**src/sv/sep2_pkg.sv**
```systemverilog
`timescale 1ns / 1ps
// Shared types, flag codes and single-precision constants for the power-of-two pipeline.
package sep2_pkg;

	typedef enum logic [1:0] {
		FLAG_NORMAL = 2'd0,
		FLAG_UNDER  = 2'd1,
		FLAG_OVER   = 2'd2,
		FLAG_NAN    = 2'd3
	} flag_t;

	typedef struct packed {
		logic        valid;
		flag_t       flag;
		logic [31:0] spec;
		logic [31:0] f;
		logic [7:0]  ebits;
	} side_t;

	localparam logic [31:0] HALF_BITS = 32'h3F00_0000;
	localparam logic [31:0] INF_BITS  = 32'h7F80_0000;
	localparam logic [30:0] OVER_LIM  = 31'h4300_0000;
	localparam logic [30:0] UNDER_LIM = 31'h42FC_0000;
	localparam logic [7:0]  EXP_BIAS  = 8'd127;

	localparam int NCOEF = 7;

	localparam logic [31:0] COEF [NCOEF] = '{
		32'h3920_FDDE,
		32'h3AAF_9F29,
		32'h3C1D_96A6,
		32'h3D63_5774,
		32'h3E75_FDEE,
		32'h3F31_7218,
		32'h3F80_0000
	};

endpackage

```
**src/sv/sep2_floor.sv**
```systemverilog
`timescale 1ns / 1ps
// Range check, floor of the shifted argument and its negated float form, one register stage.
module sep2_floor
	import sep2_pkg::*;
(
	input  logic        clk,
	input  logic        arst_n,
	input  logic [31:0] s,
	input  side_t       side_in,
	output logic [31:0] kneg_bits,
	output side_t       side_out
);

	logic [7:0]        e;
	logic [23:0]       man, mask;
	logic [4:0]        shr;
	logic [7:0]        t;
	logic              fr;
	logic signed [8:0] k;
	logic [6:0]        km;
	logic [2:0]        pos;
	logic [23:0]       kfm;
	logic [31:0]       kf;
	side_t             nxt;

	always_comb begin
		e    = s[30:23];
		man  = {1'b1, s[22:0]};
		shr  = 5'(8'd150 - e);
		mask = '0;
		t    = 8'd0;
		fr   = 1'b0;
		if (e < EXP_BIAS) begin
			fr = s[30:0] != 31'd0;
		end else if (e <= 8'd133) begin
			t    = 8'(man >> shr);
			mask = ~({24{1'b1}} << shr);
			fr   = |(man & mask);
		end
		if (s[31]) begin
			k = -$signed({1'b0, t}) - $signed({8'd0, fr});
		end else begin
			k = $signed({1'b0, t});
		end
		km  = k[8] ? 7'(-k) : k[6:0];
		pos = 3'd0;
		for (int i = 0; i < 7; i++) begin
			if (km[i]) begin
				pos = 3'(i);
			end
		end
		kfm = {17'd0, km} << (5'd23 - {2'b00, pos});
		if (km == 7'd0) begin
			kf = 32'd0;
		end else begin
			kf = {k[8], EXP_BIAS + {5'd0, pos}, kfm[22:0]};
		end

		nxt       = side_in;
		nxt.ebits = 8'(k + 9'sd127);
		if (side_in.flag == FLAG_NORMAL) begin
			if (!s[31] && s[30:0] >= OVER_LIM) begin
				nxt.flag = FLAG_OVER;
				nxt.spec = INF_BITS;
			end else if (s[31] && s[30:0] > UNDER_LIM) begin
				nxt.flag = FLAG_UNDER;
				nxt.spec = 32'd0;
			end
		end
	end

	always_ff @(posedge clk or negedge arst_n) begin
		if (!arst_n) begin
			side_out <= '0;
		end else begin
			side_out <= nxt;
		end
	end

	always_ff @(posedge clk) begin
		kneg_bits <= {~kf[31], kf[30:0]};
	end

endmodule

```
**config.mk**
```make
export PLATFORM = sky130hd
export DESIGN_NAME = sep2_floor
export DESIGN_NICKNAME = d
export VERILOG_FILES = /design/src/sv/sep2_pkg.sv /design/src/sv/sep2_floor.sv
export SDC_FILE = /design/constraint.sdc
export NUM_CORES = 1
export LEC_CHECK = 0
export BUFFER_PORTS_ARGS = -buffer_cell sky130_fd_sc_hd__buf_2
export CAP_MARGIN = 5
export CORE_MARGIN = 2
export CORE_UTILIZATION = 54
export CTS_BUF_LIST = sky130_fd_sc_hd__clkbuf_4 sky130_fd_sc_hd__clkbuf_8
export DETAILED_ROUTE_END_ITERATION = 10
export GPL_ROUTABILITY_DRIVEN = 0
export PLACE_DENSITY = 0.95
export SYNTH_ARGS = -nofsm -noshare
export SYNTH_HDL_FRONTEND = slang
export SYNTH_SLANG_ARGS = --single-unit
```
**constraint.sdc**
```tcl
create_clock -name clk -period 0.8 [get_ports clk]
set_input_delay 0.04 -clock clk [delete_from_list [all_inputs] [get_ports clk]]
set_output_delay 0.04 -clock clk [all_outputs]
set_load 0.05 [all_outputs]
```
==> results of run 1 <==
[cells by family after synthesis]
family,synth area share
AO/OA/AOI/OAI,0.1475
XOR/XNOR,0.04334
adder cells (fa/ha/maj),0.04310
buffers and inverters,0.06755
flip-flops,0.4174
multiplexers,0.1172
other,0.0007257
AND/OR/NAND/NOR,0.1632
[metrics by stage]
stage                     TNS [ns]  hold WS, ns  std cells  utilization
after detailed placement   -122.84     -0.06123        945       0.7891
after global placement     -117.91     -0.06007        945       0.7891
after floorplan            -106.66      -0.2556        531            -
[synth_stat cells (4+ instances only)]
cell | instances | area share
dfrtp_1 | 75 | 0.36
nand2_1 | 41 | 0.030
o21ai_0 | 27 | 0.026
and2_1 | 26 | 0.031
a21oi_1 | 25 | 0.024
nor2_1 | 24 | 0.017
inv_1 | 23 | 0.017
nand3_1 | 21 | 0.020
buf_4 | 20 | 0.029
ha_1 | 17 | 0.041
mux2_2 | 16 | 0.035
xnor2_1 | 16 | 0.027
dfxtp_1 | 14 | 0.054
mux2i_1 | 14 | 0.027
mux4_2 | 12 | 0.052
a21o_1 | 10 | 0.015
clkbuf_1 | 10 | 0.0073
buf_2 | 9 | 0.0087
nor3_1 | 9 | 0.0087
nor4_1 | 8 | 0.0097
a31oi_1 | 5 | 0.0061
nand2b_1 | 5 | 0.0061
or2_2 | 5 | 0.0061
and3_1 | 4 | 0.0048
o22ai_1 | 4 | 0.0048
xor2_1 | 4 | 0.0068
==> results.py, run 1 <==
metrics = {
    "synth": {
        "synth_edf_count": 0,
        "syn-cell-area_um2": 5167,
        "yosysUniqueCellTypes": 73,
        "async_flop_share": 0.8427,
        "yosysWarnings": 0,
        "yosysSeqAreaShare": 0.4174,
        "synthFlopType": "dfrtp_1",
        "syn_area_per_cell_um2": 10.03,
        "syn_inst": 515,
        "synth_seq_cells": 89,
    },
    "outcome": {
        "lastStage": "clock tree synthesis",
        "outcome": "stopped before the end",
        "stop_error": "[ERROR DPL-0033] detailed placement checks failed during check placement.",
    },
    "clock_tree": {
        "cts_resized": 167,
        "cts_root_buf": "clkbuf_8",
        "cts.sinks": 89,
        "cts_max_level": 3,
        "cts_buffers": 9,
        "clk_path_buf_depth": 2,
        "postCtsSetupBuffers": 12,
        "holdBufCountCts": 68,
    },
    "placed_design": {
        "portBuffers": 191,
        "dp_slack_ns": -4.280,
        "hpwl_mm": 14.49,
        "detailed_place.area_um2": 7326,
    },
    "die": {
        "die_x_um": 101.8,
        "placementRows": 35,
        "fp.dieH_um": 101.8,
        "initial_core_util": 0.5566,
        "ios": 216,
    },
}
==> inputs of run 2 (changes only) <==
--- a/config.mk
+++ b/config.mk
@@ -8,11 +8,10 @@
 export BUFFER_PORTS_ARGS = -buffer_cell sky130_fd_sc_hd__buf_2
 export CAP_MARGIN = 5
 export CORE_MARGIN = 2
-export CORE_UTILIZATION = 54
-export CTS_BUF_LIST = sky130_fd_sc_hd__clkbuf_4 sky130_fd_sc_hd__clkbuf_8
+export CORE_UTILIZATION = 40
 export DETAILED_ROUTE_END_ITERATION = 10
 export GPL_ROUTABILITY_DRIVEN = 0
-export PLACE_DENSITY = 0.95
+export PLACE_DENSITY_LB_ADDON = 0.15
 export SYNTH_ARGS = -nofsm -noshare
 export SYNTH_HDL_FRONTEND = slang
 export SYNTH_SLANG_ARGS = --single-unit
==> run 2 against run 1 <==
Compared with the run above:
- the flow now finishes, with violations (negative setup slack)
- synthesized area unchanged
- synthesized cell count unchanged
==> results.py, run 2 <==
metrics = {
    "synth": {
        "synth_edf_count": 0,
        "syn_inst": 515,
        "synth_seq_cells": 89,
        "yosysWarnings": 0,
        "syn_area_per_cell_um2": 10.03,
        "yosysSeqAreaShare": 0.4174,
        "async_flop_share": 0.8427,
        "synth.top_cells.by_area": "dfrtp_1, dfxtp_1, mux4_2",
        "yosysUniqueCellTypes": 73,
        "yosysTopAreaCellShare": 0.3632,
        "syn-cell-area_um2": 5167,
        "synth_area_leader_cell": "dfrtp_1",
        "synthFlopType": "dfrtp_1",
        "synth_common_cells": "dfrtp_1, nand2_1, o21ai_0, and2_1, a21oi_1",
        "yosysMostFrequentCell": "dfrtp_1",
    },
    "global_routing": {
        "met3_usage": 0.04893,
        "grt_max_degree": 28,
        "met1_usage": 0.3074,
        "antenna_found_initial": 1,
        "grt_pass1_wl_mm": 31.40,
        "grt.overflow.total": 0,
        "grtUsageTotal": 0.2841,
        "use_met2": 0.5509,
        "grt_pass1_vias": 5905,
        "grt.busiest_layer": "met2",
    },
    "worst_setup_path": {
        "critPathMaxStageDelay_ns": 0.52,
        "path_buf_inv": 9,
        "startpoint_type": "primary input",
        "cp.required_ns": 1.01,
        "crit_fanout": 5,
        "cp-end-kind": "flip-flop",
        "worst-setup-path-type": "primary input to flip-flop",
        "crit_slowest_cell": "or4_4",
        "critPathArrivalTime_ns": 4.67,
        "crit_family": "simple AND/OR/NAND/NOR gates",
    },
    "clock_tree": {
        "cts.sinks": 89,
        "path_clk_slew_ns": 0.07,
        "cts_buffers": 9,
        "clk_path_buf_depth": 2,
        "cts_max_level": 3,
        "cts_tree": "yes",
        "cts_root_buf": "clkbuf_16",
    },
    "route": {
        "drt_iter0_drc": 400,
        "dr_total_vias": 5746,
        "routed_wl_mm": 21.30,
        "ant_nets": 0,
        "drcViolationCount": 0,
        "dr.pass1.iters": 5,
        "wire_per_inst_um": 19.31,
        "vias_per_cell": 5.209,
    },
    "die": {
        "fp.dieH_um": 117.7,
        "core_area_um2": 12620,
        "initial_core_util": 0.4095,
        "dieArea_um2": 13840,
        "die_x_um": 117.7,
        "ios": 216,
        "placementRows": 41,
    },
    "placed_design": {
        "detailed_place.area_um2": 7497,
        "hpwl_mm": 13.07,
        "portBuffers": 191,
        "placed_cells": 1002,
    },
    "run": {
        "max_cap_viol_count": 0,
    },
    "timing": {
        "setup_violations": 146,
        "final.min_clock_period_ns": 4.459,
        "final_max_slew_viol_count": 0,
        "max_freq_mhz": 224.2,
        "tightest_slew_ns": 0.5436,
        "period_share": 5.574,
        "relSlewSlack": 0.6273,
        "finalHoldViolations": 0,
        "fin_hold_ws_ns": 0.02617,
        "rsz0062_at_grt": "yes",
        "fin_ws_ns": -3.659,
    },
    "hold_path": {
        "hold-path-endpoint": "side_out[73]",
        "hold_path.class": "primary input to flip-flop",
        "whs_path_depth": 3,
        "holdCritStartpoint": "side_in[73]",
    },
    "layout": {
        "final_cell_mix": "buf_4, buf_6, buf_2",
        "finalNonFillerCells": 1103,
        "fin_area_um2": 9598,
        "synthToLayoutAreaGrowth_pct": 85.74,
        "final_util": 0.7606,
        "nets": 1051,
        "drive_gt1_frac": 0.5312,
        "reg.largest.list": "side_out (75), kneg_bits (14)",
        "final_common_cell": "buf_4",
        "top_register": "side_out",
        "filler_cell_count": 790,
        "largest_reg_flops": 75,
    },
    "outcome": {
        "outcome": "complete, but fails checks",
        "violations": "negative setup slack",
    },
    "power_and_ir_drop": {
        "p_per_area_nw_per_um2": 1847,
        "irDropWorstVdd_uv": 1027,
        "p_leak_uw": 0.004530,
    },
}
[run 2: cell counts after synthesis]
No cell type changed its count.
[run 2: metrics by stage]
step           setup WS (ns)  setup TNS (ns)  power, uW
3_5_place_dp          -4.173         -117.50      11450
2_1_floorplan         -4.375         -106.66       9355
5_1_grt               -3.863         -114.07      18400
6_report              -3.659         -106.33      17720
3_3_place_gp          -4.048         -115.41      11340
4_1_cts               -3.614         -103.29      16460
[run 2: area by class of cell]
class	instances	area (um^2)	area share
clock buffer	9	225.2	0.02346
clock inverter	7	68.82	0.007170
timing repair buffer	426	3671	0.3825
tap	172	215.2	0.02242
multi-input combinational	376	3142	0.3273
sequential	89	2175	0.2266
antenna	1	2.502	0.0002607
inverter	23	98.84	0.01030
[run 2: tightest hold or removal path, delay by kind of cell]
kind | cells | cell delay [ns]
and+or+nand+nor | 1 | 0.09
buffers and inverters | 2 | 0.20
[run 2: kinds of logic after synthesis]
family / Yosys count / synth area share
AOI/OAI and AO/OA: 113 / 0.1475
xor gates and xnor gates: 23 / 0.04334
adders and majority gates: 18 / 0.04310
buffers and inverters: 66 / 0.06755
DFF: 89 / 0.4174
muxes: 43 / 0.1172
other: 1 / 0.0007257
and+or+nand+nor: 162 / 0.1632
[run 2: how the worst max path moves through the flow]
stage | from | end | slack [ns] | depth (start not counted)
finish | s[23] | kneg_bits[22] | -3.66 | 30
global route | s[23] | kneg_bits[25] | -3.86 | 26
CTS | s[23] | kneg_bits[25] | -3.61 | 28
detailed placement | s[23] | kneg_bits[25] | -4.17 | 27
global placement | s[23] | kneg_bits[25] | -4.05 | 26
floorplan | s[23] | kneg_bits[25] | -4.37 | 30
[run 2: where the power goes]
part           total, uW  internal (uW)  switching [uW]  leakage (uW)
clock network       4220           2210            2010      0.000140
logic               8210           3660            4550       0.00339
registers           5290           4990             301      0.000999
total              17700          10900            6860       0.00453
[run 2: what timing repair did]
item | 4_1_cts | 5_1_grt
buffers inserted | 10 | 9
pin swaps | 16 | 15
gates resized for setup | 138 | 204
hold buffers | 66 | 0
gates cloned | 1 | 1
endpoints found under the hold margin | 140 | 0
setup endpoints to repair | 146 | 146
[run 2: per-layer routing]
layer  part of all wire  wire (um)
met2               0.55      11730
met1               0.37       7794
met3              0.054       1148
met4              0.029        626
met5                  0          0
Note: power is estimated with default switching activity, not from simulation.
