## config.mk

```make
export PLATFORM = sky130hd
export DESIGN_NAME = sep2_fmul
export DESIGN_NICKNAME = d
export VERILOG_FILES = /design/src/sv/sep2_pkg.sv /design/src/sv/sep2_fmul.sv
export SDC_FILE = /design/constraint.sdc
export NUM_CORES = 2
export LEC_CHECK = 0
export BUFFER_PORTS_ARGS = -buffer_cell sky130_fd_sc_hd__buf_2
export CAP_MARGIN = 30
export CORE_MARGIN = 5
export CORE_UTILIZATION = 45
export DETAILED_ROUTE_END_ITERATION = 8
export SYNTH_ARGS = -nofsm -noshare
export SYNTH_HDL_FRONTEND = slang
export SYNTH_SLANG_ARGS = --single-unit
export TNS_END_PERCENT = 5
```

## constraint.sdc

```tcl
create_clock -name clk -period 18.2 [get_ports clk]
set_input_delay 3.64 -clock clk [delete_from_list [all_inputs] [get_ports clk]]
set_output_delay 3.64 -clock clk [all_outputs]
set_load 0.01 [all_outputs]
```

## src/sv/sep2_pkg.sv

```systemverilog
`timescale 1ns / 1ps
// Shared types, flag codes and single-precision constants for the power-of-two pipeline.
package sep2_pkg;

	typedef enum logic [1:0] {
		FLAG_NORMAL = 2'd0,
		FLAG_UNDER  = 2'd1,
		FLAG_OVER   = 2'd2,
		FLAG_NAN    = 2'd3
	} flag_t;

	typedef struct packed {
		logic        valid;
		flag_t       flag;
		logic [31:0] spec;
		logic [31:0] f;
		logic [7:0]  ebits;
	} side_t;

	localparam logic [31:0] HALF_BITS = 32'h3F00_0000;
	localparam logic [31:0] INF_BITS  = 32'h7F80_0000;
	localparam logic [30:0] OVER_LIM  = 31'h4300_0000;
	localparam logic [30:0] UNDER_LIM = 31'h42FC_0000;
	localparam logic [7:0]  EXP_BIAS  = 8'd127;

	localparam int NCOEF = 7;

	localparam logic [31:0] COEF [NCOEF] = '{
		32'h3920_FDDE,
		32'h3AAF_9F29,
		32'h3C1D_96A6,
		32'h3D63_5774,
		32'h3E75_FDEE,
		32'h3F31_7218,
		32'h3F80_0000
	};

endpackage

```

## src/sv/sep2_fmul.sv

```systemverilog
`timescale 1ns / 1ps
// Three-stage single-precision multiplier for finite operands, with subnormal results.
module sep2_fmul
	import sep2_pkg::*;
(
	input  logic        clk,
	input  logic        arst_n,
	input  logic [31:0] a,
	input  logic [31:0] b,
	input  side_t       side_in,
	output logic [31:0] prod,
	output side_t       side_out
);

	function automatic logic [5:0] lzc48(input logic [47:0] v);
		logic [5:0] n;
		logic       hit;
		n   = 6'd48;
		hit = 1'b0;
		for (int i = 47; i >= 0; i--) begin
			if (!hit && v[i]) begin
				n   = 6'(47 - i);
				hit = 1'b1;
			end
		end
		return n;
	endfunction

	logic [23:0] ma, mb;
	logic [7:0]  ea, eb;

	always_comb begin
		ma = {a[30:23] != 8'd0, a[22:0]};
		mb = {b[30:23] != 8'd0, b[22:0]};
		ea = (a[30:23] == 8'd0) ? 8'd1 : a[30:23];
		eb = (b[30:23] == 8'd0) ? 8'd1 : b[30:23];
	end

	logic               sign_s1;
	logic [47:0]        p_s1;
	logic signed [10:0] eb_s1;
	side_t              side_s1;

	always_ff @(posedge clk or negedge arst_n) begin
		if (!arst_n) begin
			side_s1 <= '0;
		end else begin
			side_s1 <= side_in;
		end
	end

	always_ff @(posedge clk) begin
		sign_s1 <= a[31] ^ b[31];
		p_s1    <= ma * mb;
		eb_s1   <= $signed({3'b000, ea}) + $signed({3'b000, eb}) - 11'sd126;
	end

	logic [5:0] lz;

	always_comb begin
		lz = lzc48(p_s1);
	end

	logic               sign_s2;
	logic [47:0]        p_s2;
	logic [5:0]         lz_s2;
	logic signed [10:0] e_s2;
	side_t              side_s2;

	always_ff @(posedge clk or negedge arst_n) begin
		if (!arst_n) begin
			side_s2 <= '0;
		end else begin
			side_s2 <= side_s1;
		end
	end

	always_ff @(posedge clk) begin
		sign_s2 <= sign_s1;
		p_s2    <= p_s1;
		lz_s2   <= lz;
		e_s2    <= eb_s1 - $signed({5'b00000, lz});
	end

	logic signed [10:0] sh;
	logic [10:0]        rsh;
	logic [47:0]        n, mask;
	logic [7:0]         ex;
	logic               st, up;
	logic [30:0]        mag;
	logic [31:0]        res;

	always_comb begin
		sh   = e_s2 + $signed({5'b00000, lz_s2}) - 11'sd1;
		rsh  = 11'(-sh);
		n    = '0;
		mask = '0;
		st   = 1'b0;
		ex   = 8'd0;
		if (e_s2 >= 11'sd1) begin
			n  = p_s2 << lz_s2;
			ex = e_s2[7:0];
		end else if (sh >= 11'sd0) begin
			n = p_s2 << sh[5:0];
		end else if (rsh >= 11'd48) begin
			st = |p_s2;
		end else begin
			n    = p_s2 >> rsh[5:0];
			mask = ~({48{1'b1}} << rsh[5:0]);
			st   = |(p_s2 & mask);
		end
		up  = n[23] & ((|n[22:0]) | st | n[24]);
		mag = {ex, n[46:24]} + {30'd0, up};
		if (p_s2 == 48'd0) begin
			res = {sign_s2, 31'd0};
		end else if (e_s2 >= 11'sd255) begin
			res = {sign_s2, INF_BITS[30:0]};
		end else begin
			res = {sign_s2, mag};
		end
	end

	always_ff @(posedge clk or negedge arst_n) begin
		if (!arst_n) begin
			side_out <= '0;
		end else begin
			side_out <= side_s2;
		end
	end

	always_ff @(posedge clk) begin
		prod <= res;
	end

endmodule

```

== After elaboration in Yosys (flattened, before gate mapping) ==
Index checks and enable logic that the tools add are counted.
Operators by class
  reductions and logical operators: 103
  multipliers: 1
  $add $sub $neg: 7
  order comparisons: 4
  bitwise logic cells: 6
  mux-type cells: 105
  shift operators: 4
Operators with widths (count)
  2-to-1 mux 6 bit: 48
  2-to-1 mux 47 bit: 3
  OR reduction 48 bit: 2
  left shift 48 x 6 -> 47 bit: 2
  2-to-1 mux 1 bit: 50
  bitwise AND 48 bit: 1
  zero test 48 bit: 1
  multiplier 24 x 24 -> 48 bit: 1
  inverter 48 bit: 1
  left shift 48 x 6 -> 48 bit (first input constant): 1
  >> shifter 48 x 6 -> 47 bit: 1
  logical AND 1 bit: 47
  zero test 1 bit: 47
  adder 31 x 1 -> 31 bit: 1
  2-to-1 mux 31 bit: 1
  2-to-1 mux 8 bit: 3
  OR reduction 23 bit: 1
  zero test 8 bit: 2
  nonzero test 8 bit: 2
  adder 11 x 7 -> 11 bit: 1
  >= comparator 11 x 1 -> 1 bit (second input constant): 1
  >= comparator 11 x 2 -> 1 bit (second input constant): 1
  >= comparator 11 x 6 -> 1 bit (second input constant): 1
  >= comparator 11 x 9 -> 1 bit (second input constant): 1
  other kinds (9): 10
Storage, ports and cells
  input bits: 141
  flip-flop bits (word level): 382
  word-level logic and storage cells: 255

== Logic depth before layout (Yosys ltp) ==
  depth after elaboration: 143
  mapped depth: 32

== Worst setup path before layout ==
No wires, ideal clock.
  path type: input port to flip-flop
  start point: input port a[23]
  end point: register p_s1[47]
  buffers on the path: 1
  arrival: 10228 ps
  stages on the path: 26
  slack: 7900 ps
  cell sequence: nor4_1 nand2_1 clkbuf_1 and2_1 fa_1 fa_1 fa_1 inv_1 fa_1 fa_1 fa_1 inv_1 fa_1 ha_1 a21o_1 a21o_1 a21o_1 a21oi_1 a2bb2oi_1 o311ai_0 o22ai_1 o21ai_0 nand4_1 o2111ai_1 a21oi_1 xnor2_1
On the way
  longest elaborated chain between the ends: 2
RTL lines
  from (decl): line sep2_fmul.sv:8  | input logic [31:0] a,
  nonzero test 8 bit: line sep2_fmul.sv:33  | ma = {a[30:23] != 8'd0, a[22:0]};
  multiplier 24 x 24 -> 48 bit: line sep2_fmul.sv:54  | p_s1 <= ma * mb;
  to (signal assigned): line sep2_fmul.sv:54
  to (decl): line sep2_fmul.sv:40  | logic [47:0] p_s1;
No other way between the ends.
A chain may end at the register's enable or synchronous reset.

== Worst setup path after layout ==
  start point: input port a[27]
  end point: register p_s1[47]
The elaborated chain is that of the path after synthesis.

==> impl_metrics.json <==
{
  "status": "complete, no violations",
  "grt_pass1_vias": 31000,
  "rsz0062_at_grt": "no",
  "worstMarginPinSlew_ns": 0.987,
  "row_count": 108,
  "timing.final.crit_share": 0.596,
  "setup_viol": 0,
  "ys_top_cells_by_area": "fa_1, dfrtp_1, dfxtp_1",
  "synth_warnings": 0,
  "ys_seq_area_frac": 0.224,
  "drc": 0,
  "synth_area_per_cell_um2": 9.57,
  "clk_latency_ns": 0.58,
  "cts_hold_buf": 0,
  "cts_tree": "yes",
  "crit_path_end_kind": "flop",
  "nets": 4989,
  "cts-root-buf": "clkbuf_16",
  "crit_path_start_kind": "primary input",
  "wire_per_inst_um": 22.3,
  "initial_core_util": 0.452,
  "synthTopCellsByCount": "nand2_1, inv_1, fa_1",
  "critPathRequiredTime_ns": 18.71,
  "synth_most_common_cell": "nand2_1",
  "syn_nets": 4935,
  "grt_pass1_wl_um": 186000,
  "critPathMaxFanout": 25,
  "track_usage": 0.253,
  "die_w_um": 305,
  "drive_gt1_frac": 0.136,
  "drt_pre_antenna_iters": 7,
  "drt-total-wl_um": 119000,
  "highest_layer": "met4",
  "cts.clk_slew.worst_paths_ns": 0.06,
  "synth_top_cell_area_share": 0.248,
  "relSlewSlack": 0.338,
  "place_congestion": 1.02,
  "detailroute.via_count": 30400,
  "io_buffers": 247,
  "synth_top_area_cell": "fa_1",
  "antenna_found_initial": 4,
  "grt_max_degree": 74,
  "critPathBufInv": 4,
  "core_mm2": 0.0865,
  "cts_resized": 0,
  "crit_slowest_cell": "nor4_1",
  "async_flop_share": 0.589,
  "hpwl_um": 88800,
  "routed-wl-met2_um": 56000,
  "synth_edf_count": 0,
  "io_pins": 248,
  "crit_path_frequent_cell": "fa_1",
  "antenna_left": 0,
  "via_per_inst": 5.70,
  "cap_violations": 0,
  "final.fill_count": 8210,
  "cts_buffer_depth": 3,
  "synth_area_mm2": 0.0391,
  "hold_viol": 0,
  "syn_to_final_growth_pct": 8.06,
  "drtIter0Drc": 2868,
  "skew_ns": 0.0308,
  "max_freq_mhz": 92.2,
  "hold_path_class": "reg -> reg",
  "period_needed_ns": 10.84,
  "crit_type": "in -> reg",
  "met3_length_um": 9060,
  "slew_viol_final": 0,
  "synth-main-ff-cell": "dfrtp_1",
  "die_h_um": 305,
  "cp_slowest_stage_delay_ns": 0.65,
  "clkSinkCount": 382,
  "die_area_mm2": 0.0929,
  "m1WireLength_um": 48700,
  "arrival_ns": 11.35,
  "cts_setup_buffers": 0,
  "tns_ns": 0,
  "cts-buffers-inserted": 38,
  "grt_overflow": 0,
  "ys_types": 108,
  "path_delay_family": "adder cells",
  "ys_seq_elements": 382,
  "htreeDepth": 2,
  "syn_inst": 4088
}
==> worst reg2reg max path: cells and delay by family, from the launching register on <==
family	cells	cell delay [ns]
flops	1	0.31
fa+ha+maj	5	1.72
mux	3	0.77
compound gates	4	0.98
buf+inv	7	2.64
simple gates	4	1.18
==> kinds of logic (layout without fill, tap and decap cells) <==
family | Yosys count | after routing | synth area share
buffers and inverters | 839 | 923 | 0.0851
other | 0 | 4 | 0
AND/OR/NAND/NOR | 1288 | 1288 | 0.157
adder cells (fa/ha/maj) | 707 | 707 | 0.319
multiplexers | 259 | 259 | 0.105
XOR/XNOR | 86 | 86 | 0.0202
AO/OA/AOI/OAI | 527 | 527 | 0.0891
flip-flops | 382 | 382 | 0.224
==> placed cells by master (no fill, tap or decap), types with 7 or more instances in the layout <==
cell,count
nor2b_1,10
dfrtp_1,225
nand3_1,48
o31ai_1,14
or3_1,8
nor4b_1,7
fa_1,485
o21bai_1,13
nand2b_1,16
dfxtp_1,155
nor4_1,38
a21o_1,34
a221oi_1,10
xor2_1,23
buf_2,246
nand2_1,591
a31oi_1,23
mux2i_1,92
nor2_1,211
a211oi_1,12
o21a_1,14
a31o_2,9
inv_1,564
buf_4,37
o21ai_0,100
mux4_2,115
nand4_1,20
xnor2_1,56
and2_1,218
o22ai_1,31
mux2_2,51
nor3_1,45
ha_1,218
clkbuf_16,38
o211ai_1,12
a21oi_1,147
and3_1,19
o22a_1,9
==> metrics by stage <==
| step | instances | worst slack (ns) | util | hold WS [ns] | area (um2) |
|---|---|---|---|---|---|
| after floorplan | 4088 | 7.90 | - | 0.310 | 39100 |
| after global placement | 5256 | 6.93 | 0.473 | 0.311 | 40900 |
| after detailed placement | 5257 | 6.82 | 0.474 | 0.324 | 41000 |
| after CTS | 5327 | 7.39 | 0.489 | 0.332 | 42300 |
| after global routing | 5331 | 7.02 | 0.489 | 0.341 | 42300 |
| final | 5331 | 7.36 | 0.489 | 0.333 | 42300 |
==> cell type report <==
class,instances,area (um2),share of cell area
antenna,4,10.0,0.000237
sequential,382,8780,0.208
timing repair buffer,285,1550,0.0367
inverter,568,2130,0.0504
clock buffer,47,1010,0.0240
multi-input combinational,2867,27100,0.640
clock inverter,23,274,0.00648
tap,1155,1450,0.0342
==> state kept, by name, indices dropped and copies added (netlist names) <==
| name | cells |
|---|---|
| side_s2 | 75 |
| sign_s2 | 1 |
| p_s1 | 48 |
| lz_s2 | 6 |
| eb_s1 | 10 |
| prod | 32 |
| side_out | 75 |
| e_s2 | 11 |
| side_s1 | 75 |
| p_s2 | 48 |
| sign_s1 | 1 |
==> metal layers <==
layer	track usage	up-vias
met5	0	-
met4	0.0923	0
met3	0.0414	270
met2	0.414	1364
met1	0.343	15300
li1	-	13500
==> path summary, 6_finish.rpt <==
kind / start / end / slack (ns) / depth (start not counted)
max in group asynchronous: arst_n / side_s1[16]$_DFF_PN0_ / 13.92 / 2
min in group asynchronous: arst_n / side_s2[34]$_DFF_PN0_ / 3.07 / 1
setup reg to reg: lz_s2[1]$_DFF_P_ / prod[24]$_SDFF_PP0_ / 10.53 / 23
setup / recovery: a[27] / p_s1[47]$_DFF_P_ / 7.36 / 27
hold / removal: sign_s1$_DFF_P_ / sign_s2$_DFF_P_ / 0.33 / 0
hold reg to reg: sign_s1$_DFF_P_ / sign_s2$_DFF_P_ / 0.33 / 0
Power is left out: the tool's default activity adds up to more than one toggle a clock period on the data nets, which glitch-free logic cannot reach.
