`config.mk`:
```
export PLATFORM = sky130hd
export DESIGN_NAME = sep2_fadd
export DESIGN_NICKNAME = d
export VERILOG_FILES = /design/src/sv/sep2_pkg.sv /design/src/sv/sep2_fadd.sv
export SDC_FILE = /design/constraint.sdc
export NUM_CORES = 1
export LEC_CHECK = 0
export CORE_MARGIN = 5
export CORE_UTILIZATION = 64
export DETAILED_ROUTE_END_ITERATION = 10
export DONT_BUFFER_PORTS = 1
export GPL_TIMING_DRIVEN = 1
export PLACE_DENSITY_LB_ADDON = 0.05
export SLEW_MARGIN = 10
export SYNTH_ARGS = -nofsm -noshare
export SYNTH_HDL_FRONTEND = slang
export SYNTH_SLANG_ARGS = --single-unit
export TNS_END_PERCENT = 100
```
`constraint.sdc`:
```
create_clock -name clk -period 6.7 [get_ports clk]
set_clock_uncertainty 0.1 [all_clocks]
set_input_delay 1.34 -clock clk [delete_from_list [all_inputs] [get_ports clk]]
set_output_delay 1.34 -clock clk [all_outputs]
set_load 0.02 [all_outputs]
```
`src/sv/sep2_pkg.sv`:
```
`timescale 1ns / 1ps
// Shared types, flag codes and single-precision constants for the power-of-two pipeline.
package sep2_pkg;

	typedef enum logic [1:0] {
		FLAG_NORMAL = 2'd0,
		FLAG_UNDER  = 2'd1,
		FLAG_OVER   = 2'd2,
		FLAG_NAN    = 2'd3
	} flag_t;

	typedef struct packed {
		logic        valid;
		flag_t       flag;
		logic [31:0] spec;
		logic [31:0] f;
		logic [7:0]  ebits;
	} side_t;

	localparam logic [31:0] HALF_BITS = 32'h3F00_0000;
	localparam logic [31:0] INF_BITS  = 32'h7F80_0000;
	localparam logic [30:0] OVER_LIM  = 31'h4300_0000;
	localparam logic [30:0] UNDER_LIM = 31'h42FC_0000;
	localparam logic [7:0]  EXP_BIAS  = 8'd127;

	localparam int NCOEF = 7;

	localparam logic [31:0] COEF [NCOEF] = '{
		32'h3920_FDDE,
		32'h3AAF_9F29,
		32'h3C1D_96A6,
		32'h3D63_5774,
		32'h3E75_FDEE,
		32'h3F31_7218,
		32'h3F80_0000
	};

endpackage

```
`src/sv/sep2_fadd.sv`:
```
`timescale 1ns / 1ps
// Three-stage single-precision adder for finite operands, rounding to nearest even.
module sep2_fadd
	import sep2_pkg::*;
(
	input  logic        clk,
	input  logic        arst_n,
	input  logic [31:0] a,
	input  logic [31:0] b,
	input  side_t       side_in,
	output logic [31:0] sum,
	output side_t       side_out
);

	function automatic logic [4:0] lzc27(input logic [26:0] v);
		logic [4:0] n;
		logic       hit;
		n   = 5'd27;
		hit = 1'b0;
		for (int i = 26; i >= 0; i--) begin
			if (!hit && v[i]) begin
				n   = 5'(26 - i);
				hit = 1'b1;
			end
		end
		return n;
	endfunction

	logic        a_big;
	logic [31:0] big, sml;
	logic [7:0]  eb, es, d;
	logic [26:0] mb_ext, ms_ext, al, mask;
	logic        st;

	always_comb begin
		a_big  = a[30:0] >= b[30:0];
		big    = a_big ? a : b;
		sml    = a_big ? b : a;
		eb     = (big[30:23] == 8'd0) ? 8'd1 : big[30:23];
		es     = (sml[30:23] == 8'd0) ? 8'd1 : sml[30:23];
		d      = eb - es;
		mb_ext = {big[30:23] != 8'd0, big[22:0], 3'b000};
		ms_ext = {sml[30:23] != 8'd0, sml[22:0], 3'b000};
		if (d >= 8'd27) begin
			al   = 27'd0;
			mask = '1;
		end else begin
			al   = ms_ext >> d;
			mask = ~({27{1'b1}} << d);
		end
		st = |(ms_ext & mask);
	end

	logic        sign_s1, sub_s1, zs_s1;
	logic [7:0]  e_s1;
	logic [26:0] mb_s1, al_s1;
	side_t       side_s1;

	always_ff @(posedge clk or negedge arst_n) begin
		if (!arst_n) begin
			side_s1 <= '0;
		end else begin
			side_s1 <= side_in;
		end
	end

	always_ff @(posedge clk) begin
		sign_s1 <= big[31];
		sub_s1  <= a[31] ^ b[31];
		zs_s1   <= a[31] & b[31];
		e_s1    <= eb;
		mb_s1   <= mb_ext;
		al_s1   <= {al[26:1], al[0] | st};
	end

	logic [27:0] raw;

	always_comb begin
		if (sub_s1) begin
			raw = {1'b0, mb_s1} - {1'b0, al_s1};
		end else begin
			raw = {1'b0, mb_s1} + {1'b0, al_s1};
		end
	end

	logic        sign_s2, zs_s2;
	logic [7:0]  e_s2;
	logic [27:0] raw_s2;
	logic [4:0]  lz_s2;
	side_t       side_s2;

	always_ff @(posedge clk or negedge arst_n) begin
		if (!arst_n) begin
			side_s2 <= '0;
		end else begin
			side_s2 <= side_s1;
		end
	end

	always_ff @(posedge clk) begin
		sign_s2 <= sign_s1;
		zs_s2   <= zs_s1;
		e_s2    <= e_s1;
		raw_s2  <= raw;
		lz_s2   <= lzc27(raw[26:0]);
	end

	logic [26:0] m;
	logic [7:0]  ex;
	logic        up;
	logic [30:0] mag;
	logic [31:0] res;

	always_comb begin
		if (raw_s2[27]) begin
			m  = {raw_s2[27:2], raw_s2[1] | raw_s2[0]};
			ex = e_s2 + 8'd1;
		end else if ({3'b000, lz_s2} < e_s2) begin
			m  = raw_s2[26:0] << lz_s2;
			ex = e_s2 - {3'b000, lz_s2};
		end else begin
			m  = raw_s2[26:0] << (e_s2 - 8'd1);
			ex = 8'd0;
		end
		up  = m[2] & (m[1] | m[0] | m[3]);
		mag = {ex, m[25:3]} + {30'd0, up};
		if (raw_s2 == 28'd0) begin
			res = {zs_s2, 31'd0};
		end else begin
			res = {sign_s2, mag};
		end
	end

	always_ff @(posedge clk or negedge arst_n) begin
		if (!arst_n) begin
			side_out <= '0;
		end else begin
			side_out <= side_s2;
		end
	end

	always_ff @(posedge clk) begin
		sum <= res;
	end

endmodule

```
After elaboration in Yosys (flattened, before gate mapping)

Cells that the tools add are included.
W data, S select, Z words.

$lt $le $gt $ge: 3
Bitwise operators: 9
Muxes and demuxes: 64
Reduce and logical (&&, ||, !) cells: 60
Shifts and indexed selects: 4
Add/subtract/negate cells: 7

Operator list:

| operator                | number |
|---|---|
| $mux W5                 | 16 |
| $mux W32                | 2 |
| $mux W26                | 2 |
| $mux W4                 | 8 |
| $mux W8                 | 4 |
| $add A31 B1 Y31         | 1 |
| $ge A31 B31 Y1          | 1 |
| $mux W31                | 1 |
| $add A27 B27 Y28        | 1 |
| $logic_not A28 Y1       | 1 |
| $mux W28                | 1 |
| $sub A27 B27 Y28        | 1 |
| $and A27 B27 Y27        | 1 |
| $mux W1                 | 27 |
| $mux W27                | 1 |
| $not A27 Y27            | 1 |
| $reduce_or A27 Y1       | 1 |
| $shl A27 B5 Y26         | 1 |
| $shl A27 B8 Y26         | 1 |
| $shl A27 B8 Y27 const A | 1 |
| $shr A27 B8 Y27         | 1 |
| $logic_and A1 B1 Y1     | 26 |
| $logic_not A1 Y1        | 26 |
| $logic_not A8 Y1        | 2 |
| 13 further kinds        | 19 |

Register bits after elaboration: 362

Longest topological paths before layout

Gate-level depths: netlist (run 1).

Depth after elaboration: 81
Depth in mapped cells: 32
Gate-level depth less buffers: 27

Least setup slack after synthesis (run 1)

Ideal clock, no wire load.

Kind: input-to-reg
Start point: in b[20]
End point: reg al_s1[0]
Cell stages on the path: 31
Setup time: 0.126 ns
Arrival: 7.991 ns
Slack: -1.517 ns
Path through: inv_1 -> ha_1 -> a21o_1 -> a21o_1 -> a211oi_1 -> o21ai_0 -> a22o_1 -> nor3_1 -> buf_1 -> clkbuf_1 -> clkbuf_1 -> buf_1 -> clkbuf_1 -> nand2_1 -> o211ai_1 -> ha_1 -> inv_1 -> fa_1 -> a21o_1 -> nand2_1 -> a21oi_1 -> o41ai_1 -> a211oi_1 -> clkbuf_1 -> or3_1 -> nor2_1 -> a21oi_1 -> or4_1 -> nor4_1 -> and4_1 -> o211ai_1

Cells in the longest elaborated chain, start to end: 11
Elaborated cells between the ends (all ways): 18
Classes of those cells: 1 x add/sub; 2 x order compare; 2 x shift; 6 x mux; 3 x bitwise; 4 x reduce/logical

Ends and longest elaborated chain:

| element                                     | line                             | source |
|---|---|---|
| from (decl)                                 | sep2_fadd.sv:9                   | `input logic [31:0] b,` |
| $ge A31 B31 Y1                              | sep2_fadd.sv:36                  | `a_big = a[30:0] >= b[30:0];` |
| $mux W32 / $mux W31 (equally long branches) | sep2_fadd.sv:37, sep2_fadd.sv:38 |  |
| $logic_not A8 Y1 (on tied branches)         | sep2_fadd.sv:39, sep2_fadd.sv:40 |  |
| $mux W8 (on tied branches)                  | sep2_fadd.sv:39, sep2_fadd.sv:40 |  |
| $sub A8 B8 Y8                               | sep2_fadd.sv:41                  | `d = eb - es;` |
| $shl A27 B8 Y27                             | sep2_fadd.sv:49                  | `mask = ~({27{1'b1}} << d);` |
| $not A27 Y27                                | sep2_fadd.sv:49                  |  |
| $mux W27                                    | sep2_fadd.sv:44                  | `if (d >= 8'd27) begin` |
| $and A27 B27 Y27                            | sep2_fadd.sv:51                  | `st = \|(ms_ext & mask);` |
| $reduce_or A27 Y1                           | sep2_fadd.sv:51                  |  |
| $or A1 B1 Y1 (*)                            | sep2_fadd.sv:73                  | `al_s1 <= {al[26:1], al[0] \| st};` |
| to (signal assigned)                        | sep2_fadd.sv:73                  |  |
| to (decl)                                   | sep2_fadd.sv:56                  | `logic [26:0] mb_s1, al_s1;` |

Mark *: on every way between the ends. The rest lies on a longest branch, timed or not.
A chain may end at the register's enable or synchronous reset.

Final worst setup path (run 1)

Start point: in b[16]
End point: reg al_s1[0]

Cells in the longest elaborated chain, start to end: 11
Elaborated cells between the ends (all ways): 18
Classes of those cells: 1 x add/sub; 2 x order compare; 2 x shift; 6 x mux; 3 x bitwise; 4 x reduce/logical

Ends and longest elaborated chain:

| element            | line            | source |
|---|---|---|
| $ge A31 B31 Y1 (*) | sep2_fadd.sv:36 |  |
| $mux W32 (*)       | sep2_fadd.sv:37 | `big = a_big ? a : b;` |
| $logic_not A8 Y1   | sep2_fadd.sv:39 | `eb = (big[30:23] == 8'd0) ? 8'd1 : big[30:23];` |
| $mux W8 (*)        | sep2_fadd.sv:39 |  |
| named net eb[6]    | sep2_fadd.sv:31 | `logic [7:0] eb, es, d;` |
| $sub A8 B8 Y8 (*)  | sep2_fadd.sv:41 |  |
| $shl A27 B8 Y27    | sep2_fadd.sv:49 |  |
| $not A27 Y27       | sep2_fadd.sv:49 |  |
| $mux W27           | sep2_fadd.sv:44 |  |
| $and A27 B27 Y27   | sep2_fadd.sv:51 |  |
| $reduce_or A27 Y1  | sep2_fadd.sv:51 |  |
| $or A1 B1 Y1 (*)   | sep2_fadd.sv:73 |  |

The timed path passes the listed nets; every way through them passes the cells marked *.

==> impl_results.md, run 1 <==
* Fin. Hold Viols at 0
* Hold Crit Endpoint: e_s2[4]
* Post-DR vias/cell at just over 7
* R2R depth at 14
* Peak VDD IR at 281 uV
* Net Sw Frac at 40.0%
* EDFF count, synth at 0
* Final HPWL DP at 48600 um
* Max-slew headroom at 11.3%
* Post-route cell area at 21300 um2
* Post-synth cell types at 101
* Die area at 33300 um2
* Yosys warnings at 0
* Max Fclk at 0.156 GHz
* GR Overflow Total at 0
* P_sw at ~3.1 mW
* Share of layout cells above drive strength 1 at 13.3%
* Startpoint Class: input port
* Routed length per instance at ~27 um
* Final antenna-violating net count at 0
* I/O pin count at 248
* Outcome: complete, no violations
* Global route hottest layer: met2
* Die height at 183 um
* Met2 usage at 65.0%
* Placement-stage cell area at 19900 um2
* Overall Global Routing Usage at between 30% and 40%
* Worst slew pin tran at 1320 ps
* Vias in the first global route at 17000
* Max-cap violations at 0
* Fraction of registers with async set/reset at between 60 and 70%
* Combinational share of power at 36.4%
* Num rows at 63
* Post-synth top flop: dfrtp_1
* Longest Clk Path Bufs at 3
* Critical path data required time at around 7000 ps
* Area grow syn2layout at 11.6%
* R2R setup slack at 450 ps
* Buffers on Ports at 0
* Via count at 17200
* Max Slew Vio Count at 0
* Worst slack, placed at -285 ps
* Critical Path AT at 6740 ps
* P_leak at around 9.0 nW
* Worst-Skew Late Latency at 530 ps
* Clock power share at a little over a quarter
* CTS H-tree lvls at 2
* Die Span X at 183 um
* Global-route met1 utilization at 44.7%
* HP Start: e_s1[4]
* Starting density of the core at approximately 65%
* Final nets at 2254
* Post-route setup slack at about 270 ps
* Core area at between 20000 and 30000 um2
* Drt pass-1 iters at 8
* M3 GR Usage at between 8 and 9%
* DRC at 0
* Flop pwr share at 36.6%
* Design Power at a little under 8 mW
* Critical Setup Path Class: in2reg
* Int Power at 4.70 mW
* Hold_buf cts at 0
* Worst Hold Class: reg2reg
* Clock sinks at 362
* Routed WL at 66800 um
* Fin crit period at roughly 6400 ps
* First-pass GRT wire length at 101000 um
* Syn_area_per_cell at 9.65 um2
* Setup TNS at 0 ps
* Synth Instances at 1976
* DR iter-0 viols at 2411
* GP Congestion at 1.01
* Worst r2r src: e_s2[4]
* CTS buffer count at 36
* CTS Root Cell: clkbuf_16
* Final period utilization at 96.0%
* CTS tree: built
* Post-synthesis register bit count at 362
* Mapped Nets at 2216
* Hold WS at 226 ps
* Final setup viols at 0
* Worst Path Max Fanout at 14
* PD cells at approximately 370 nW/um2
* Post-synthesis cell area at 19100 um2
* Largest net degree at the start of global routing at 226
* Kind of end point of the critical path: flip-flop
* Register area share after synthesis at 43.9%
* RR Endpoint: sum[26]
* Hold path depth at 0
* Clock slew at reported path FFs at roughly 60 ps
* Initial antenna violation count at 8
per-layer routing:
layer / vias up / part of all wire (%)
met5: - / 0
met4: 0 / 8.2
met3: 375 / 9.3
met2: 1332 / 49
met1: 8138 / 34
li1: 7353 / -
power groups by stage:
stage	logic (mW)	clock network [mW]	registers [mW]
detailed placement	2.68	0	2.88
floorplan	1.85	0	2.75
CTS	2.71	2.12	2.85
global placement	2.64	0	2.85
finish	2.85	2.11	2.86
global route	3.01	2.21	2.88
critical path, stage by stage:
cell      delay [ps]
inv_1             20
ha_1             280
a21o_1           160
a21o_1           170
a21oi_1          170
o21ai_1          130
a22o_1           250
nor3_4           180
buf_12           180
mux2_4           320
nor4_2           300
and2_1           190
nor2_1            70
ha_2             190
inv_2             60
fa_2             200
a21o_1           130
nand2_1           80
a21oi_2          190
nor4bb_4         310
a211oi_4         150
or3_4            380
nor2_4           130
a21oi_1           80
or4_1            510
nor4_2           230
and4_1           230
o211ai_1          80
synthesized netlist by cell type (14+ instances only):
cell type  count  area (um2)
o22ai_1       40         250
clkbuf_1      65         244
nor2b_1       19         119
a21oi_1      119         596
a211o_1       22         193
a221oi_1      17         149
a21o_1        27         203
a211oi_1      19         143
nand2_1      139         522
inv_1        109         409
o21a_1        15         113
mux2i_1       60         601
nand4_1       14        87.6
nor3_1        62         310
xor2_1        24         210
buf_2         14        70.1
xnor2_1       38         333
o21ai_0       86         430
dfrtp_1      225        5630
nor2_1       138         518
nand2b_1      35         219
o211ai_1      29         218
dfxtp_1      137        2740
a31oi_1       24         150
mux2_2        42         473
o2111ai_1     26         228
a22oi_1       26         195
nor4_1        34         213
ha_1          96        1200
nand3_1       50         250
area by class of cell:
cell class              instances  area (um2)
clock inverters                15         195
fillers                      2105        8270
repair buffers                 98         748
clock buffers                  51        1050
diodes                          8        20.0
multi-input cells            1406        9990
flip-flops and latches        362        8370
inverters                     110         425
well taps                     390         488
sequential cells by signal, indices dropped and copies added (netlist names):
name and flops:
side_out 75, side_s1 75, side_s2 75, sum 32, raw_s2 28, al_s1 27
mb_s1 24, e_s1 8, e_s2 8, lz_s2 5, sign_s1 1, sign_s2 1
sub_s1 1, zs_s1 1, zs_s2 1
cell usage in the layout, fill, tap and decap left out, types with 9 or more instances in the layout:
master       n
a211o_1     22
a211oi_1    16
a21o_1      27
a21oi_1    118
a221oi_1    17
a22oi_1     26
a31oi_1     24
and2_1       9
buf_4       97
clkbuf_16   36
clkbuf_8     9
dfrtp_1    225
dfxtp_1    137
ha_1        94
inv_1      107
mux2_2      38
mux2i_1     60
nand2_1    139
nand2b_1    35
nand3_1     50
nand4_1     14
nor2_1     137
nor2b_1     19
nor3_1      60
nor4_1      31
o2111ai_1   26
o211ai_1    29
o21a_1      15
o21ai_0     83
o21bai_1    13
o22ai_1     40
or2_2       10
or3_1        9
xnor2_1     37
xor2_1      24
how the worst max path moves through the flow:
stage,depth (start not counted),from,endpoint
3_3_place_gp,29,b[16],al_s1[0]
3_5_place_dp,28,b[16],al_s1[0]
2_1_floorplan,31,b[20],al_s1[0]
5_1_grt,28,b[16],al_s1[0]
4_1_cts,28,b[16],al_s1[0]
6_report,28,b[16],al_s1[0]
through the flow:
stage / utilization (%) / std cells
2_1_floorplan: - / 1976
3_3_place_gp: 67.5 / 2361
3_5_place_dp: 67.5 / 2361
4_1_cts: 71.7 / 2427
5_1_grt: 72.0 / 2440
6_report: 72.0 / 2440
timing repair:
item                                    in CTS  in global routing
resized for setup                            0                  8
endpoints found under the setup margin       0                  7
setup buffers                                0                  5
logic make-up (layout without fill, tap and decap cells):
logic type               Yosys count  count (layout)  share of synthesized area [%]
other                              0               8                              0
adder cells (fa/ha/maj)           99              99                           6.61
buffers and inverters            208             274                           4.45
AND/OR/NAND/NOR                  573             573                           15.2
AO/OA/AOI/OAI                    563             563                           20.6
flip-flops                       362             362                           43.9
XOR/XNOR                          62              62                           2.85
multiplexers                     109             109                           6.34
Note: power is estimated with default switching activity, not from simulation.
==> run 2: changes to the inputs <==
Settings changed: CORE_UTILIZATION 64 to 35.
==> run 2 against run 1 <==
- sequential cell count unchanged
- clock power increased by 12%
- utilization decreased by 31 points
- sequential power about the same
- sequential share of layout area decreased by 1.7 points
- final area increased by 4.5%
- first-iteration DRC count decreased by 53%
- worst hold slack got worse by 18 ps
- setup slack got worse by 180 ps
- largest power group is now combinational logic
==> impl_results.md, run 2 (synthesis gave the netlist of run 1 again) <==
* Fin cells at 2781 (was 2440)
* Post-route cell area at 22200 um2 (was 21300 um2)
* Clock sinks at 362 (unchanged)
* I/O pin count at 248 (unchanged)
* Sequential Area at 8370 um2 (unchanged)
* First-pass GRT wire length at 100000 um (was 101000 um)
* Unrepaired setup endpoints after global routing: true
* Max Fclk at 0.151 GHz (was 0.156 GHz)
* P_leak at 9.28 nW (was 8.99 nW)
* Hold WS at 208 ps (was 226 ps)
* Met3 wire len at 3420 um (was 6220 um)
* CTS buffer count at 39 (was 36)
* GP Congestion at 0.941 (was 1.01)
* Final nets at 2295 (was 2254)
* Worst Hold Class: reg2reg (unchanged)
* Worst slack, placed at -529 ps (was -285 ps)
* CTS tree: built (unchanged)
* Initial antenna violation count at 0 (was 8)
* Share of layout cells above drive strength 1 at 15.7% (was 13.3%)
* Routed WL at 67100 um (was 66800 um)
* Design Power at 8.08 mW (was 7.83 mW)
* Die Span X at 243 um (was 183 um)
* Vias in the first global route at 15900 (was 17000)
* Drt pass-1 iters at 5 (was 8)
* Die area at 59200 um2 (was 33300 um2)
* GR Overflow Total at 0 (unchanged)
* Commonest non-fill, non-tap cell in the layout: dfrtp_1 (unchanged)
* Met1 wire length at 28300 um (was 22600 um)
* Longest Clk Path Bufs at 3 (unchanged)
* Largest regs: side_out: 75 flops, side_s1: 75 flops, side_s2: 75 flops (unchanged)
* Clock slew at reported path FFs at 60 ps (about the same)
* Routed length per instance at 24.1 um (was 27.4 um)
* Placement-stage cell area at 20600 um2 (was 19900 um2)
* Placed cells at 2702 (was 2361)
* Starting density of the core at 35.4% (was 64.5%)
* Critical Path AT at 6950 ps (was 6740 ps)
* Startpoint Class: input port (unchanged)
* Fin. Hold Viols at 0 (unchanged)
* Worst Path Max Fanout at 8 (was 14)
* DR iter-0 viols at 1143 (was 2411)
* Worst slew pin tran at 1030 ps (was 1320 ps)
* DRC at 0 (unchanged)
* Largest net degree at the start of global routing at 226 (unchanged)
* Core area at 53900 um2 (was 29600 um2)
* Area grow syn2layout at 16.6% (was 11.6%)
* Outcome: complete, no violations (unchanged)
* Max-cap violations at 0 (unchanged)
* Max-slew headroom at 31.1% (was 11.3%)
* DR top layer: met4 (unchanged)
* Commonest non-fill, non-tap cells in the layout: 225 x dfrtp_1, 138 x nand2_1, 137 x dfxtp_1 (was 225 x dfrtp_1, 139 x nand2_1, 137 x nor2_1, 137 x dfxtp_1, 118 x a21oi_1)
* Fin crit period at 6610 ps (was 6430 ps)
* Fill cells at 5347 (was 2105)
* CTS Root Cell: clkbuf_16 (unchanged)
* Max Slew Vio Count at 0 (unchanged)
* Kind of end point of the critical path: flip-flop (unchanged)
* Num rows at 85 (was 63)
* Post-route setup slack at 89.7 ps (was 270 ps)
* Final HPWL DP at 52200 um (was 48600 um)
* Met2 wire length at 33400 um (was 32500 um)
* Peak VDD IR at 162 uV (was 281 uV)
* Critical path data required time at 7040 ps (was 7010 ps)
* Multi-input logic area at 10100 um2 (was 9990 um2)
* CTS H-tree lvls at 2 (unchanged)
* Buffers on Ports at 0 (unchanged)
* PD cells at 363 nW/um2 (was 368 nW/um2)
* Final antenna-violating net count at 0 (unchanged)
* Die height at 243 um (was 183 um)
* Antenna diodes at 0 (was 8)
* Post-DR vias/cell at 5.71 (was 7.05)
* Overall Global Routing Usage at 21.6% (was 38.7%)
* Final setup viols at 0 (unchanged)
* Critical Setup Path Class: in2reg (unchanged)
* Final period utilization at 98.7% (was 96.0%)
* Worst-Skew Late Latency at 570 ps (was 530 ps)
* Hold_buf cts at 0 (unchanged)
* Via count at 15900 (was 17200)
[run 2: changes by cell type in the layout (fill, tap and decap cells not counted), moves of 4 or more]
cell,before,now
bufinv_16,3,7
diode_2,8,0
buf_4,97,133
clkbuf_16,36,41
[run 2: worst max-delay path: stages]
cell and delay (ps):
inv_1 40, ha_1 300, nand3_1 180, nor4_2 360
nand2_1 140, o21ai_0 250, nor3_2 100, clkbuf_16 170
mux2_2 270, nor4_4 50, and2_1 170, nor2_2 150
ha_2 200, inv_2 40, fa_2 380, a21o_1 200
nand2_2 90, a21oi_2 70, buf_4 150, o41ai_4 420
a211oi_4 150, or3_4 430, nor2_4 110, a21oi_1 70
or4_1 530, nor4_2 280, and4_1 230, o211ai_1 80
[run 2: power breakdown]
group          switching (mW)  total [mW]  internal, mW
registers               0.394        2.84          2.45
clock network           0.929        2.36          1.43
logic                    1.79        2.88          1.09
[run 2: path summary, 6_finish.rpt]
check                      startpoint      endpoint  slack (ps)  cells past startpoint
max                             b[29]      al_s1[0]          90                     28
min                           e_s1[1]       e_s2[1]         210                      0
max reg2reg                   e_s2[0]       sum[28]         740                     18
min reg2reg                   e_s1[1]       e_s2[1]         210                      0
max in group asynchronous      arst_n   side_out[6]        5840                      0
min in group asynchronous      arst_n  side_out[12]         370                      0
[run 2: cell type report]
class                           count  area share, %
Clock buffer                       48           4.81
Timing Repair Buffer              136           4.77
Clock inverter                     23           1.67
Inverter                          110           1.91
Multi-Input combinational cell   1406           45.3
Sequential cell                   362           37.7
Tap cell                          696           3.92
[run 2: repair_timing]
| action | CTS | global route |
|---|---|---|
| gates resized for setup | 0 | 26 |
| setup endpoints to repair | 0 | 15 |
| buffers inserted | 0 | 7 |
[run 2: per-layer routing]
metal | vias up | global-route usage, %
met5 | - | 0
met4 | 0 | 6.56
met3 | 100 | 3.21
met2 | 519 | 37.5
met1 | 7847 | 27.9
li1 | 7415 | -
[run 2: stage by stage]
| stage | utilization (%) | setup TNS [ps] |
|---|---|---|
| floorplan | - | -135 |
| global placement | 38.2 | -3270 |
| detailed placement | 38.2 | -4190 |
| CTS | 40.9 | 0 |
| global route | 41.2 | -128 |
| finish | 41.2 | 0 |
